===== config.mk =====
export PLATFORM = sky130hd
export DESIGN_NAME = multi_timer_table
export DESIGN_NICKNAME = d
export VERILOG_FILES = /design/src/rtl/mtt_pkg.sv /design/src/rtl/mtt_cell.sv /design/src/rtl/mtt_head.sv /design/src/rtl/multi_timer_table.sv
export SDC_FILE = /design/constraint.sdc
export NUM_CORES = 1
export LEC_CHECK = 0
export ABC_AREA = 1
export BUFFER_PORTS_ARGS = -buffer_cell sky130_fd_sc_hd__buf_2
export CAP_MARGIN = 20
export CORE_ASPECT_RATIO = 1.1
export CORE_UTILIZATION = 50
export CTS_CLUSTER_DIAMETER = 150
export DETAILED_ROUTE_END_ITERATION = 10
export PLACE_DENSITY = 0.66
export RECOVER_POWER = 100
export SYNTH_ARGS = -nofsm -noshare
export SYNTH_HDL_FRONTEND = slang
export SYNTH_HIERARCHICAL = 1
export SYNTH_SLANG_ARGS = --single-unit

===== constraint.sdc =====
create_clock -name clock -period 32.4 [get_ports clock]
set_input_delay 1.62 -clock clock [delete_from_list [all_inputs] [get_ports clock]]
set_output_delay 1.62 -clock clock [all_outputs]
set_load 0.01 [all_outputs]

===== src/rtl/mtt_pkg.sv =====
`default_nettype none
package mtt_pkg;

   localparam int MaxTimersDefault = 16;
   localparam int MaxResults       = 16;

   typedef enum logic [2:0] {
      MODE_TICK    = 3'd0,
      MODE_START   = 3'd1,
      MODE_RESTART = 3'd2,
      MODE_STOP    = 3'd3,
      MODE_CYCLIC  = 3'd4,
      MODE_QUERY   = 3'd5
   } mode_type;

   typedef enum logic [2:0] {
      KIND_STARTED   = 3'd0,
      KIND_FULL      = 3'd1,
      KIND_RESTARTED = 3'd2,
      KIND_STOPPED   = 3'd3,
      KIND_NOT_FOUND = 3'd4,
      KIND_QUERY     = 3'd5,
      KIND_CYC_SET   = 3'd6,
      KIND_EXPIRED   = 3'd7
   } kind_type;

   typedef struct packed {
      logic [2:0]  mode;
      logic [15:0] job_id;
      logic [23:0] duration_ticks;
      logic        cyclic_flag;
   } req_type;

   typedef struct packed {
      logic [2:0]  kind;
      logic [15:0] job_id_out;
      logic        running;
      logic        cyclic_out;
      logic        last;
   } rsp_type;

   // One entry as it travels along the ring of cells.
   typedef struct packed {
      logic        valid;
      logic [15:0] id;
      logic [23:0] duration;
      logic [23:0] remaining;
      logic        cyclic;
   } entry_type;

   // Command given to the head only, which alone acts on it; the cells just shift.
   typedef struct packed {
      logic        active;
      logic [2:0]  mode;
      logic [15:0] job_id;
      logic [23:0] duration;
      logic        cyclic;
      logic        write_start;
   } cmd_type;

   typedef enum logic [1:0] {
      ST_IDLE = 2'd0,
      ST_SCAN = 2'd1,
      ST_APPLY = 2'd2,
      ST_EMIT = 2'd3
   } state_type;

endpackage
`default_nettype wire


===== src/rtl/mtt_cell.sv =====
`default_nettype none
module mtt_cell
   import mtt_pkg::*;
(
   input  wire logic      clock,
   input  wire logic      shift,
   input  wire entry_type entry_in,
   output entry_type      entry_out
);
   entry_type entry_ff;

   always_ff @(posedge clock) begin
      if (shift) begin
         entry_ff <= entry_in;
      end
   end

   assign entry_out = entry_ff;
endmodule
`default_nettype wire


===== src/rtl/mtt_head.sv =====
`default_nettype none
// Operates on the entry leaving the ring's head; the result re-enters at the tail.
module mtt_head
   import mtt_pkg::*;
(
   input  wire entry_type entry_in,
   input  wire cmd_type   cmd,
   input  wire logic      hit_here,
   input  wire logic      free_here,
   output entry_type      entry_out,
   output logic           expire_here
);
   always_comb begin
      entry_out   = entry_in;
      expire_here = 1'b0;
      if (cmd.active) begin
         unique case (cmd.mode)
            MODE_TICK: begin
               if (entry_in.valid) begin
                  if (entry_in.remaining > 24'd1) begin
                     entry_out.remaining = entry_in.remaining - 24'd1;
                  end else begin
                     expire_here = 1'b1;
                     if (entry_in.cyclic) begin
                        entry_out.remaining = entry_in.duration;
                     end else begin
                        entry_out.valid = 1'b0;
                     end
                  end
               end
            end
            MODE_START: begin
               if (hit_here || (cmd.write_start && free_here)) begin
                  entry_out.valid     = 1'b1;
                  entry_out.id        = cmd.job_id;
                  entry_out.duration  = cmd.duration;
                  entry_out.remaining = cmd.duration;
                  entry_out.cyclic    = cmd.cyclic;
               end
            end
            MODE_RESTART: if (hit_here) entry_out.remaining = entry_in.duration;
            MODE_STOP:    if (hit_here) entry_out.valid = 1'b0;
            MODE_CYCLIC:  if (hit_here) entry_out.cyclic = cmd.cyclic;
            default: ;
         endcase
      end
   end
endmodule
`default_nettype wire


===== src/rtl/multi_timer_table.sv =====
// Channel   | Ports                         | Handshake
// request   | start, busy, req_data         | taken when start && !busy
// response  | rsp_valid, rsp_data           | one cycle strobe, no backpressure
// A command passes from one transfer to the next through a search pass and
// an update pass, each rotating the ring of cells once, an emit state and an
// idle state. A tick skips the search pass and emits its expiry events one
// after another in the emit state. Reset is synchronous and clears the valid
// marks by a clearing rotation during which busy is high. Results cannot be
// stalled; a tick with many expiries emits them from a small event queue in
// slot order.
`default_nettype none
module multi_timer_table
   import mtt_pkg::*;
#(
   parameter int MAX_TIMERS = MaxTimersDefault
) (
   input  wire logic    clock,
   input  wire logic    reset,
   input  wire logic    start,
   output logic         busy,
   input  wire req_type req_data,
   output logic         rsp_valid,
   output rsp_type      rsp_data
);
   localparam int IW = (MAX_TIMERS > 1) ? $clog2(MAX_TIMERS) : 1;
   localparam int CW = $clog2(MAX_TIMERS + 1);
   localparam int QW = $clog2(MaxResults + 1);
   localparam int QI = $clog2(MaxResults);

   state_type state_ff, state_in;
   logic [CW-1:0] cnt_ff, cnt_in;
   logic clear_ff, clear_in;
   req_type cmd_ff;
   logic hit_ff, free_ff;
   logic [IW-1:0] slot_ff;
   logic [15:0] qid_ff [MaxResults];
   logic qcyc_ff [MaxResults];
   logic [QW-1:0] qn_ff, qr_ff;

   entry_type ring [MAX_TIMERS];
   entry_type head_out;
   cmd_type   cmd;
   logic      expire_here, shift, hit_now, free_now, at_slot;
   logic      cnt_end;

   assign cnt_end = (cnt_ff == CW'(MAX_TIMERS - 1));
   assign shift   = (state_ff != ST_IDLE) && (state_ff != ST_EMIT);
   assign hit_now = ring[0].valid && (ring[0].id == cmd_ff.job_id);
   assign free_now = !ring[0].valid;
   assign at_slot = (cnt_ff[IW-1:0] == slot_ff);

   assign cmd.active      = (state_ff == ST_APPLY) && !clear_ff;
   assign cmd.mode        = cmd_ff.mode;
   assign cmd.job_id      = cmd_ff.job_id;
   assign cmd.duration    = cmd_ff.duration_ticks;
   assign cmd.cyclic      = cmd_ff.cyclic_flag;
   assign cmd.write_start = !hit_ff && free_ff;

   mtt_head u_head (
      .entry_in   (ring[0]),
      .cmd        (cmd),
      .hit_here   (hit_ff && at_slot),
      .free_here  (at_slot),
      .entry_out  (head_out),
      .expire_here(expire_here)
   );

   for (genvar g = 0; g < MAX_TIMERS; g++) begin : g_cell
      entry_type nin;
      if (g == MAX_TIMERS - 1) begin : g_tail
         always_comb begin
            nin = head_out;
            if (clear_ff) nin.valid = 1'b0;
         end
      end else begin : g_mid
         assign nin = ring[g+1];
      end
      mtt_cell u_cell (.clock(clock), .shift(shift), .entry_in(nin),
                       .entry_out(ring[g]));
   end

   always_comb begin
      state_in = state_ff;
      cnt_in   = cnt_ff;
      clear_in = clear_ff;
      unique case (state_ff)
         ST_IDLE: begin
            cnt_in = '0;
            if (start) begin
               state_in = (req_data.mode == MODE_TICK) ? ST_APPLY : ST_SCAN;
            end
         end
         ST_SCAN: begin
            cnt_in = cnt_end ? '0 : cnt_ff + 1'b1;
            if (cnt_end) state_in = ST_APPLY;
         end
         ST_APPLY: begin
            cnt_in = cnt_end ? '0 : cnt_ff + 1'b1;
            if (cnt_end) begin
               clear_in = 1'b0;
               // The clearing rotation after reset has nothing to report.
               state_in = clear_ff ? ST_IDLE : ST_EMIT;
            end
         end
         ST_EMIT: state_in = ST_IDLE;
         default: state_in = ST_IDLE;
      endcase
      if (state_ff == ST_EMIT && qr_ff + 1'b1 < qn_ff) state_in = ST_EMIT;
   end

   always_ff @(posedge clock) begin
      if (reset) begin
         state_ff <= ST_APPLY;
         cnt_ff   <= '0;
         clear_ff <= 1'b1;
      end else begin
         state_ff <= state_in;
         cnt_ff   <= cnt_in;
         clear_ff <= clear_in;
      end
   end

   always_ff @(posedge clock) begin
      if (reset) begin
         cmd_ff  <= '0;
         hit_ff  <= 1'b0;
         free_ff <= 1'b0;
         qn_ff   <= '0;
         qr_ff   <= '0;
      end else begin
         if (state_ff == ST_IDLE && start && !busy) begin
            cmd_ff  <= req_data;
            hit_ff  <= 1'b0;
            free_ff <= 1'b0;
            qn_ff   <= '0;
            qr_ff   <= '0;
         end
         if (state_ff == ST_SCAN) begin
            if (hit_now && !hit_ff) begin
               hit_ff  <= 1'b1;
               slot_ff <= cnt_ff[IW-1:0];
            end else if (free_now && !free_ff && !hit_ff && !hit_now) begin
               free_ff <= 1'b1;
               slot_ff <= cnt_ff[IW-1:0];
            end
         end
         if (cmd.active && expire_here && qn_ff < QW'(MaxResults)) begin
            qid_ff[qn_ff[QI-1:0]]  <= ring[0].id;
            qcyc_ff[qn_ff[QI-1:0]] <= ring[0].cyclic;
            qn_ff <= qn_ff + 1'b1;
         end
         if (state_ff == ST_EMIT) qr_ff <= qr_ff + 1'b1;
      end
   end

   // Output strobe and payload.
   always_comb begin
      rsp_valid = 1'b0;
      rsp_data  = '0;
      if (state_ff == ST_EMIT) begin
         rsp_data.job_id_out = cmd_ff.job_id;
         rsp_data.last       = 1'b1;
         unique case (cmd_ff.mode)
            MODE_TICK: begin
               rsp_valid = (qn_ff != '0);
               rsp_data.kind       = KIND_EXPIRED;
               rsp_data.job_id_out = qid_ff[qr_ff[QI-1:0]];
               rsp_data.cyclic_out = qcyc_ff[qr_ff[QI-1:0]];
               rsp_data.last       = (qr_ff + 1'b1 == qn_ff);
            end
            MODE_START: begin
               rsp_valid = 1'b1;
               rsp_data.kind = (hit_ff || free_ff) ? KIND_STARTED : KIND_FULL;
            end
            MODE_RESTART: begin
               rsp_valid = 1'b1;
               rsp_data.kind = hit_ff ? KIND_RESTARTED : KIND_NOT_FOUND;
            end
            MODE_STOP: begin
               rsp_valid = 1'b1;
               rsp_data.kind = hit_ff ? KIND_STOPPED : KIND_NOT_FOUND;
            end
            MODE_CYCLIC: begin
               rsp_valid = 1'b1;
               rsp_data.kind = hit_ff ? KIND_CYC_SET : KIND_NOT_FOUND;
            end
            MODE_QUERY: begin
               rsp_valid = 1'b1;
               rsp_data.kind    = KIND_QUERY;
               rsp_data.running = hit_ff;
            end
            default: ;
         endcase
      end
   end

   assign busy = (state_ff != ST_IDLE);

   a_rsp_busy: assert property (@(posedge clock) disable iff (reset)
      rsp_valid |-> busy) else $error("response outside an operation");
   a_cnt_emit: assert property (@(posedge clock) disable iff (reset)
      (state_ff == ST_EMIT) |-> (cnt_ff == '0)) else $error("emit with ring misaligned");
   a_q_bound: assert property (@(posedge clock) disable iff (reset)
      qn_ff <= QW'(MaxResults)) else $error("event queue overflow");
endmodule
`default_nettype wire


* Yosys cells after proc, flatten, opt, wreduce, memory -nomap -nowiden
Memories as Yosys holds them, arrays and structs flattened. A register that Yosys moved wholly into a read port is not among the register bits. Index checks and enable logic that the tools add are counted.
Word-level totals: memory bits (writable) 272, memories kept 2, register bits after elaboration 1124, output and inout bits 24, input bits 47, word-level logic and storage cells 219
Memory list:
- qid_ff | depth 16, width 16, read ports 1, clocked after Yosys merged registers in 1, write ports 1, RTL line multi_timer_table.sv:36 | logic [15:0] qid_ff [MaxResults];
- qcyc_ff | depth 16, width 1, read ports 1, clocked after Yosys merged registers in 1, write ports 1, RTL line multi_timer_table.sv:37 | logic qcyc_ff [MaxResults];
Operators by class: multiplexer cells 58, add/subtract/negate cells 4, equal/unequal tests 19, bitwise gates (word level) 1, reductions and logical operators 39, magnitude comparators 3
Operator list (number):
- 66-bit 2-to-1 mux | 2
- 24-bit 2-to-1 mux | 4
- 24-bit case mux with 3 select lines | 1
- 40-bit 2-to-1 mux | 1
- 24-bit by 1-bit greater-than comparator with 1-bit output, second input constant | 1
- 4-bit 2-to-1 mux | 6
- 24-bit by 1-bit subtractor with 24-bit output, second input constant | 1
- 1-bit 2-to-1 mux | 23
- 22-bit 2-to-1 mux | 1
- 5-bit 2-to-1 mux | 4
- 3-bit case mux with 6 select lines | 1
- 16-bit equality test | 1
- 16-bit 2-to-1 mux | 1
- 5-bit by 1-bit adder with 5-bit output, second input constant | 3
- 1-bit logical AND | 15
- 2-bit 2-to-1 mux | 7
- 5-bit case mux with 2 select lines | 1
- 2-bit nonzero test | 5
- 3-bit AND reduction | 3
- 2-bit != test, second input constant | 4
- 2-bit case mux with 4 select lines | 1
- 3-bit by 2-bit equality test with 1-bit output, second input constant | 2
- 3-bit equality test, second input constant | 2
- 1-bit logical NOT | 6
- other kinds (21) | 28

* Longest topological paths before layout
Gate-level depths: netlist (run 1).
depth in word-level cells 10, depth in mapped cells 14, mapped depth without buffers 14

* Hierarchy
The synthesis (run 1) kept the hierarchy.
Modules (own cells, without submodules):
- mtt_cell | cells each 66, instances 16, seq. area each 1981.9 µm², area an instance 1981.9 µm²
- multi_timer_table | cells each 1406, instances 1, seq. area each 9649.3 µm², area an instance 14609.0 µm²
- mtt_head | cells each 670, instances 1, seq. area each 0.0 µm², area an instance 3355.7 µm²

* Worst setup path before layout (run 1)
Ideal clock, no wire load.
path kind register to register, start point reg state_ff[0], end point reg cnt_ff[2], required time 32.251 ns, setup time 0.149 ns, arrival time 23.475 ns, cell stages (with the launch flop) 5, path buffers 0, period minus slack after synthesis 23.624 ns, setup slack 8.776 ns, cells stage by stage dfxtp_1 -> inv_1 -> ha_1 -> a21oi_1 -> nor3_1
Between the ends: longest elaborated chain between the ends 3, elaborated cells on any way between the ends 6, classes of those cells 2 x eq/ne; 1 x mux; 3 x reduce/logical
RTL lines:
- start, declared | RTL line multi_timer_table.sv:30 | state_type state_ff, state_in;
- start signal, assigned | RTL line multi_timer_table.sv:117 | state_ff <= state_in;
- 2-bit equality test or 2-bit by 1-bit equality test with 1-bit output (tied branches) | RTL line multi_timer_table.sv:86 | unique case (state_ff)
- 2-bit OR reduction (no line)
- 5-bit case mux with 2 select lines or 2-bit nonzero test (tied branches)
- end signal, assigned | RTL line multi_timer_table.sv:118 | cnt_ff <= cnt_in;
- end, declared | RTL line multi_timer_table.sv:31 | logic [CW-1:0] cnt_ff, cnt_in;
Several ways; a longest one is shown, not always the timed one. A chain may end at the register's enable or synchronous reset.

* Worst setup path in the final report (run 1)
start point reg state_ff[1], end point reg g_cell[4].u_cell.entry_ff, in the netlist g_cell[4].u_cell/entry_out[46], enable pin
Between the ends: longest elaborated chain between the ends 2, elaborated cells on any way between the ends 3, classes of those cells 1 x eq/ne; 2 x reduce/logical
RTL lines:
- 2-bit != test or 2-bit nonzero test (tied branches) | RTL line multi_timer_table.sv:47 | assign shift = (state_ff != ST_IDLE) && (state_ff != ST_EMIT);
- 1-bit logical AND * | RTL line multi_timer_table.sv:47
- named net shift | RTL line multi_timer_table.sv:43 | logic expire_here, shift, hit_now, free_now, at_slot;
- end signal, assigned | RTL line mtt_cell.sv:14 | entry_ff <= entry_in;
- end, declared | RTL line mtt_cell.sv:10 | entry_type entry_ff;
Mark *: on every way through the listed nets, which the timed path passes. The rest lies on a longest branch.

==> flow_metrics.env, run 1 <==
export IMPL_netSwitchingFraction=0.2541
export IMPL_worst_endpoint_required_ns=32.64
export IMPL_pwr_share_clk=0.278
export IMPL_timing_hold_violations_final=0
export IMPL_cts_reportedPaths_clkPinSlew_ns=0.06
export IMPL_core_rowCount=120
export IMPL_initial_core_util=0.5074
export IMPL_routed_wire_length_per_instance_um=19.75
export IMPL_postCtsResizedCells=0
export IMPL_final_period_minus_worst_setup_slack_ns=13.09
export IMPL_vdd_ir_drop_worst_mv=0.07575
export IMPL_area_growth_syn_to_layout_pct=11.82
export IMPL_fin_crit_sh=0.4042
export IMPL_synthesis_instances=3132
export IMPL_final_setup_worst_slack_ns=19.31
export IMPL_async_flop_share=0
export IMPL_place_detailed_hpwl_um=51850
export IMPL_detailedRoute_firstIterationViolations=2891
export IMPL_synth_edff_count=1332
export IMPL_worstSetupEndpointType="register"
export IMPL_yosys_warning_total=6
export IMPL_wl_met1_um=41100
export IMPL_tns_ns=0
export IMPL_first_pass_iters=6
export IMPL_post_route_drc_count=0
export IMPL_final_instance_count_excl_fill=4663
export IMPL_design_portCount=71
export IMPL_dp_cells=4413
export IMPL_synth_area_per_cell_um2=15.86
export IMPL_final_max_slew_violation_count=1768
export IMPL_grt_pass1_vias=23073
export IMPL_route_antenna_remaining_nets=0
export IMPL_drt_vias_per_instance=5.393
export IMPL_hold_start="g_cell[1].u_cell/entry_out[26]"
export IMPL_globalRoute_totalOverflow=0
export IMPL_critical_r2r_launch="state_ff[1]"
export IMPL_die_h_um=332.6
export IMPL_top_signal_layer_used="met5"
export IMPL_worst_hold_path_endpoint="g_cell[0].u_cell/entry_out[26]"
export IMPL_timing_worst_slew_pin_value_ns=8.189
export IMPL_internal_power_mw=4.122
export IMPL_met3RoutedLength_um=7501
export IMPL_core_region_area_um2=97890
export IMPL_grt_first_pass_wirelength_um=137900
export IMPL_clock_tree_from_tritoncts="done"
export IMPL_clock_tree_root_cell="sky130_fd_sc_hd__clkbuf_16"
export IMPL_netlist_area_um2=49680
export IMPL_fp_dieArea_um2=100600
export IMPL_hold_path_cell_count=0
export IMPL_netSwitchingPower_mw=1.404
export IMPL_slew_limit_headroom=-4.459
export IMPL_drive_gt1_frac=0.08518
export IMPL_max_clock_path_buffers=3
export IMPL_cts_hold_repair_buffers=0
export IMPL_fin_total_pwr_mw=5.527
export IMPL_global_route_usage_total=0.1824
export IMPL_number_of_cts_inserted_buffers=139
export IMPL_cellPowerDensity_nw_per_um2=99.50
export IMPL_gpl_final_weighted_congestion=0.8781
export IMPL_worst_r2r_cell_count=5
export IMPL_min_path_type="register to register"
export IMPL_clk_latency_ns=0.75
export IMPL_antenna_found_initial=4
export IMPL_finalSetupViolCount=0
export IMPL_maxClockFrequency_mhz=76.37
export IMPL_critPathArrivalTime_ns=13.33
export IMPL_crit_path_max_fanout=88
export IMPL_portion_of_the_post_synthesis_area_used_by_sequential_elements=0.8326
export IMPL_width_of_the_die_um=302.5
export IMPL_r2r_end="g_cell[4].u_cell/entry_out[46]"
export IMPL_dr_total_vias=25148
export IMPL_mappedNetlistNets=3197
export IMPL_power_frac_comb=0.095
export IMPL_final_setup_skew_ns=0.03099
export IMPL_seq_power_share=0.627
export IMPL_power_leakage_nw=20.25
export IMPL_violations="max-capacitance violations, max-slew violations"
export IMPL_synth_seq_cells=1400
export IMPL_synth_main_ff_cell="sky130_fd_sc_hd__edfxtp_1"
export IMPL_post_cts_setup_buffer_count=0
export IMPL_port_buffer_count=70
export IMPL_timing_max_cap_violations=31
export IMPL_timing_reg2reg_setup_slack_ns=19.31
export IMPL_fin_nets=3338
export IMPL_h_tree_depth=4
export IMPL_synthDistinctLibCells=51
export IMPL_worst_setup_path_type="register to register"
export IMPL_grt_setup_unrepaired="no"
export IMPL_start_kind="register"
export IMPL_maximum_number_of_pins_on_one_net_before_global_route_repair=169
export IMPL_route_final_wire_length_um=92120
export IMPL_tritoncts_num_sinks=1400
export IMPL_run_status="complete, but fails checks"
export IMPL_final_fill_count=7517
export IMPL_place_worst_setup_slack_ns=27.48
export IMPL_met2RoutedLength_um=41260
## layout make-up
type / instances / area, µm² / share of cell area
Inverter: 192 / 724.4 / 0.01304
Clock inverter: 77 / 754.5 / 0.01358
Antenna cell: 1 / 2.502 / 0.00004505
Multi-Input combinational cell: 1427 / 6927 / 0.1247
Clock buffer: 172 / 3654 / 0.06577
Sequential cell: 1400 / 41360 / 0.7447
Timing Repair Buffer: 113 / 516.7 / 0.009303
Tap cell: 1281 / 1603 / 0.02886
## worst max-delay path, cell delays in order (launching register included)
cell,delay [ns]
sky130_fd_sc_hd__dfxtp_1,0.42
sky130_fd_sc_hd__inv_1,0.10
sky130_fd_sc_hd__ha_1,2.47
sky130_fd_sc_hd__clkbuf_1,3.17
sky130_fd_sc_hd__clkbuf_1,3.23
sky130_fd_sc_hd__clkbuf_1,2.93
## power by group through the flow
| stage | sequential, mW | combinational [mW] | clock [mW] |
|---|---|---|---|
| 5_1_grt | 3.55 | 0.577 | 1.65 |
| 3_5_place_dp | 3.43 | 0.536 | 0 |
| 3_3_place_gp | 3.41 | 0.529 | 0 |
| 2_1_floorplan | 3.74 | 0.377 | 0 |
| 4_1_cts | 3.42 | 0.536 | 1.58 |
| 6_report | 3.46 | 0.525 | 1.54 |
## per-stage QoR
stage / cell area, µm² / hold slack (ns) / utilization
5_1_grt: 55540 / 0.3950 / 0.5674
3_5_place_dp: 51360 / 0.4045 / 0.5246
4_1_cts: 55760 / 0.3881 / 0.5696
3_3_place_gp: 51360 / 0.4001 / 0.5246
6_report: 55550 / 0.3894 / 0.5674
2_1_floorplan: 49680 / 0.4003 / -
## cells in the final DEF (no fill, tap or decap), types with 7 or more instances in the layout
master	instances
sky130_fd_sc_hd__edfxtp_1	1332
sky130_fd_sc_hd__nand2_1	404
sky130_fd_sc_hd__nor2_1	336
sky130_fd_sc_hd__nand3_1	192
sky130_fd_sc_hd__inv_1	183
sky130_fd_sc_hd__o21ai_0	182
sky130_fd_sc_hd__clkbuf_16	140
sky130_fd_sc_hd__a21oi_1	127
sky130_fd_sc_hd__clkbuf_1	84
sky130_fd_sc_hd__dfxtp_1	66
sky130_fd_sc_hd__buf_2	50
sky130_fd_sc_hd__o211ai_1	47
sky130_fd_sc_hd__clkinv_1	34
sky130_fd_sc_hd__clkinv_2	21
sky130_fd_sc_hd__a221oi_1	21
sky130_fd_sc_hd__ha_1	18
sky130_fd_sc_hd__mux2_1	16
sky130_fd_sc_hd__nor3_1	9
sky130_fd_sc_hd__nand4_1	9
sky130_fd_sc_hd__xor2_1	8
sky130_fd_sc_hd__inv_16	8
sky130_fd_sc_hd__buf_4	8
sky130_fd_sc_hd__nor2_4	8
sky130_fd_sc_hd__bufinv_16	7
## synth_stat cells, drive strengths merged, types with 2 or more instances
cell	count	area (µm²)
edfxtp	1332	40000
nand2	411	1570
nor2	350	1416
nand3	197	1044
inv	188	708.2
o21ai	186	930.9
a21oi	128	651.9
buf	72	481.7
dfxtp	68	1361
o211ai	47	352.8
clkbuf	41	153.9
a221oi	21	183.9
ha	18	225.2
mux2	16	180.2
nand4	10	68.81
nor3	10	66.32
xor2	8	70.07
xnor2	5	43.79
a211oi	4	30.03
clkinv	4	15.01
a31oi	3	18.77
nor4	2	12.51
o221a	2	22.52
## registers in the layout, summed over array words and instances (netlist names), named ones only
name,cells
clear_ff,1
cmd,44
cnt_ff,5
free_ff,1
g_cell.u_cell/entry_out,1056
hit_ff,1
qcyc_ff,16
qid_ff,256
qn_ff,5
qr_ff,5
slot_ff,4
state_ff,2
## layer usage
layer  up-vias  global-route usage
li1      11659                   -
met5         -                   0
met1     12322              0.2727
met4         2             0.05699
met3       179             0.04109
met2       986              0.2671
## worst max-delay path by stage
stage	cells past startpoint	slack (ns)	endpoint	start
2_1_floorplan	4	8.78	cnt_ff[2]	state_ff[0]
3_3_place_gp	5	27.60	g_cell[4].u_cell/entry_out[46]	state_ff[0]
3_5_place_dp	5	27.48	g_cell[14].u_cell/entry_out[35]	state_ff[1]
4_1_cts	11	26.94	rsp_data[3]	register
5_1_grt	5	18.12	g_cell[4].u_cell/entry_out[46]	state_ff[1]
6_report	5	19.31	g_cell[4].u_cell/entry_out[46]	state_ff[1]
## kinds of logic after synthesis
| family | Yosys count | synth area share |
|---|---|---|
| compound gates | 398 | 0.04521 |
| xor+xnor | 13 | 0.002292 |
| fa+ha+maj | 18 | 0.004534 |
| buf+inv | 305 | 0.02735 |
| flops | 1400 | 0.8326 |
| mux | 16 | 0.003627 |
| simple gates | 982 | 0.08438 |
(Power assumes the default switching activity.)
==> run 2: changes to the inputs <==
PLACE_DENSITY = 0.68   (was 0.66)
clock period = 10.6 ns   (was 32.4 ns; I/O delays follow)
==> flow_metrics.env, run 2 (synthesized netlist as in run 1, its figures left out) <==
export IMPL_fp_dieArea_um2=100600
export IMPL_cellPowerDensity_nw_per_um2=302.8
export IMPL_min_path_type="primary input to register"
export IMPL_timing_hold_violations_final=0
export IMPL_width_of_the_die_um=302.5
export IMPL_run_status="complete, but fails checks"
export IMPL_fin_nets=3341
export IMPL_drive_gt1_frac=0.08868
export IMPL_final_setup_worst_slack_ns=3.876
export IMPL_postCtsResizedCells=0
export IMPL_number_of_cts_inserted_buffers=135
export IMPL_tritoncts_num_sinks=1400
export IMPL_crit_path_max_fanout=61
export IMPL_h_tree_depth=4
export IMPL_post_route_drc_count=0
export IMPL_final_setup_skew_ns=0.03166
export IMPL_route_final_wire_length_um=95360
export IMPL_routed_wire_length_per_instance_um=20.45
export IMPL_slew_limit_headroom=-1.917
export IMPL_cts_hold_repair_buffers=0
export IMPL_max_clock_path_buffers=3
export IMPL_design_portCount=71
export IMPL_timing_worst_slew_pin_value_ns=4.375
export IMPL_worst_endpoint_required_ns=10.07
export IMPL_area_growth_syn_to_layout_pct=11.73
export IMPL_antenna_cells_inserted=0
export IMPL_port_buffer_count=70
export IMPL_detailedRoute_firstIterationViolations=2957
export IMPL_mostFrequentLayoutCells="sky130_fd_sc_hd__edfxtp_1 (1332), sky130_fd_sc_hd__nand2_1 (404), sky130_fd_sc_hd__nor2_1 (336)"
export IMPL_finalSetupViolCount=0
export IMPL_die_h_um=332.6
export IMPL_fin_util=0.5669
export IMPL_clock_tree_from_tritoncts="done"
export IMPL_layout_cells_most_common="sky130_fd_sc_hd__edfxtp_1"
export IMPL_worstSetupEndpointType="output port"
export IMPL_cell_area_after_layout_um2=55500
export IMPL_grt_pass1_vias=23560
export IMPL_cts_reportedPaths_clkPinSlew_ns=0.06
export IMPL_place_worst_setup_slack_ns=6.636
export IMPL_post_place_instance_area_um2=51420
export IMPL_wl_met1_um=41540
export IMPL_grt_setup_unrepaired="no"
export IMPL_largest_register_ff_count=1056
export IMPL_worst_r2r_cell_count=3
export IMPL_core_region_area_um2=97890
export IMPL_timing_reg2reg_setup_slack_ns=4.17
export IMPL_start_kind="register"
export IMPL_worst_setup_path_type="register to output port"
export IMPL_timing_max_cap_violations=13
export IMPL_antenna_found_initial=12
export IMPL_critical_r2r_launch="state_ff[1]"
export IMPL_grt_first_pass_wirelength_um=142800
export IMPL_gpl_final_weighted_congestion=0.8869
export IMPL_post_cts_setup_buffer_count=0
export IMPL_drt_vias_per_instance=5.386
export IMPL_maximum_number_of_pins_on_one_net_before_global_route_repair=205
export IMPL_globalRoute_totalOverflow=0
export IMPL_top_signal_layer_used="met5"
export IMPL_route_antenna_remaining_nets=0
export IMPL_tns_ns=0
export IMPL_hold_start="req_data[14]"
export IMPL_vdd_ir_drop_worst_mv=0.2237
export IMPL_maxClockFrequency_mhz=148.7
export IMPL_core_rowCount=120
export IMPL_dr_total_vias=25120
export IMPL_initial_core_util=0.5074
export IMPL_clock_tree_root_cell="sky130_fd_sc_hd__clkbuf_16"
export IMPL_final_max_slew_violation_count=659
export IMPL_violations="max-capacitance violations, max-slew violations"
export IMPL_fin_crit_sh=0.6344
export IMPL_met2RoutedLength_um=42560
export IMPL_place_detailed_hpwl_um=56310
export IMPL_global_route_usage_total=0.1911
export IMPL_clk_latency_ns=0.75
export IMPL_critPathArrivalTime_ns=6.19
export IMPL_first_pass_iters=8
export IMPL_fin_hold_ws_ns=0.04512
export IMPL_r2r_end="g_cell[8].u_cell/entry_out[39]"
export IMPL_hold_path_cell_count=3
export IMPL_final_period_minus_worst_setup_slack_ns=6.724
export IMPL_worst_hold_path_endpoint="cmd[15]"
export IMPL_power_leakage_nw=20.23
export IMPL_met3RoutedLength_um=8506
run 2: cell types whose count changed in the layout (fill, tap and decap cells not counted), sizes merged:
cell	delta
inv	-1
clkinvlp	+2
clkbuf	-7
diode	-1
bufinv	+1
buf	+13
clkinv	-6
run 2: final cells by class:
type,instances,area (µm²)
Clock inverter,73,695.7
Multi-Input combinational cell,1427,6939
Fill cell,7514,42390
Tap cell,1281,1603
Inverter,192,723.2
Sequential cell,1400,41360
Timing Repair Buffer,120,635.6
Clock buffer,171,3545
run 2: critical path, stage by stage (launching register included):
cell and delay, ns:
sky130_fd_sc_hd__dfxtp_1 0.89, sky130_fd_sc_hd__inv_1 0.99, sky130_fd_sc_hd__clkbuf_1 2.00, sky130_fd_sc_hd__o21ai_0 0.31, sky130_fd_sc_hd__o211ai_1 0.40, sky130_fd_sc_hd__nand3_1 0.11, sky130_fd_sc_hd__a21boi_0 0.45, sky130_fd_sc_hd__buf_2 0.23
run 2: routing by layer:
layer	vias to the layer above	track usage
met5	-	0
met4	4	0.07014
met3	143	0.04886
met2	991	0.2783
met1	12310	0.2786
li1	11672	-
run 2: how the worst max path moves through the flow:
stage           startpoint                         endpoint  slack, ns
6_report          register                      rsp_data[1]       3.88
5_1_grt           register                      rsp_data[3]       3.43
4_1_cts           register                      rsp_data[4]       6.49
3_5_place_dp        hit_ff  g_cell[15].u_cell/entry_out[53]       6.64
3_3_place_gp     cnt_ff[0]  g_cell[15].u_cell/entry_out[56]       6.74
2_1_floorplan  state_ff[0]                        cnt_ff[2]       2.29
run 2: per-stage QoR:
| step | power [mW] | std cells |
|---|---|---|
| 6_report | 16.81 | 4664 |
| 5_1_grt | 17.54 | 4664 |
| 4_1_cts | 16.92 | 4662 |
| 3_5_place_dp | 12.26 | 4418 |
| 3_3_place_gp | 12.18 | 4418 |
| 2_1_floorplan | 11.53 | 3132 |
run 2: power by group:
part / internal (mW) / total, mW / switching, mW
clock network: 2.59 / 4.58 / 1.99
registers: 9.51 / 10.5 / 0.968
logic: 0.343 / 1.75 / 1.41
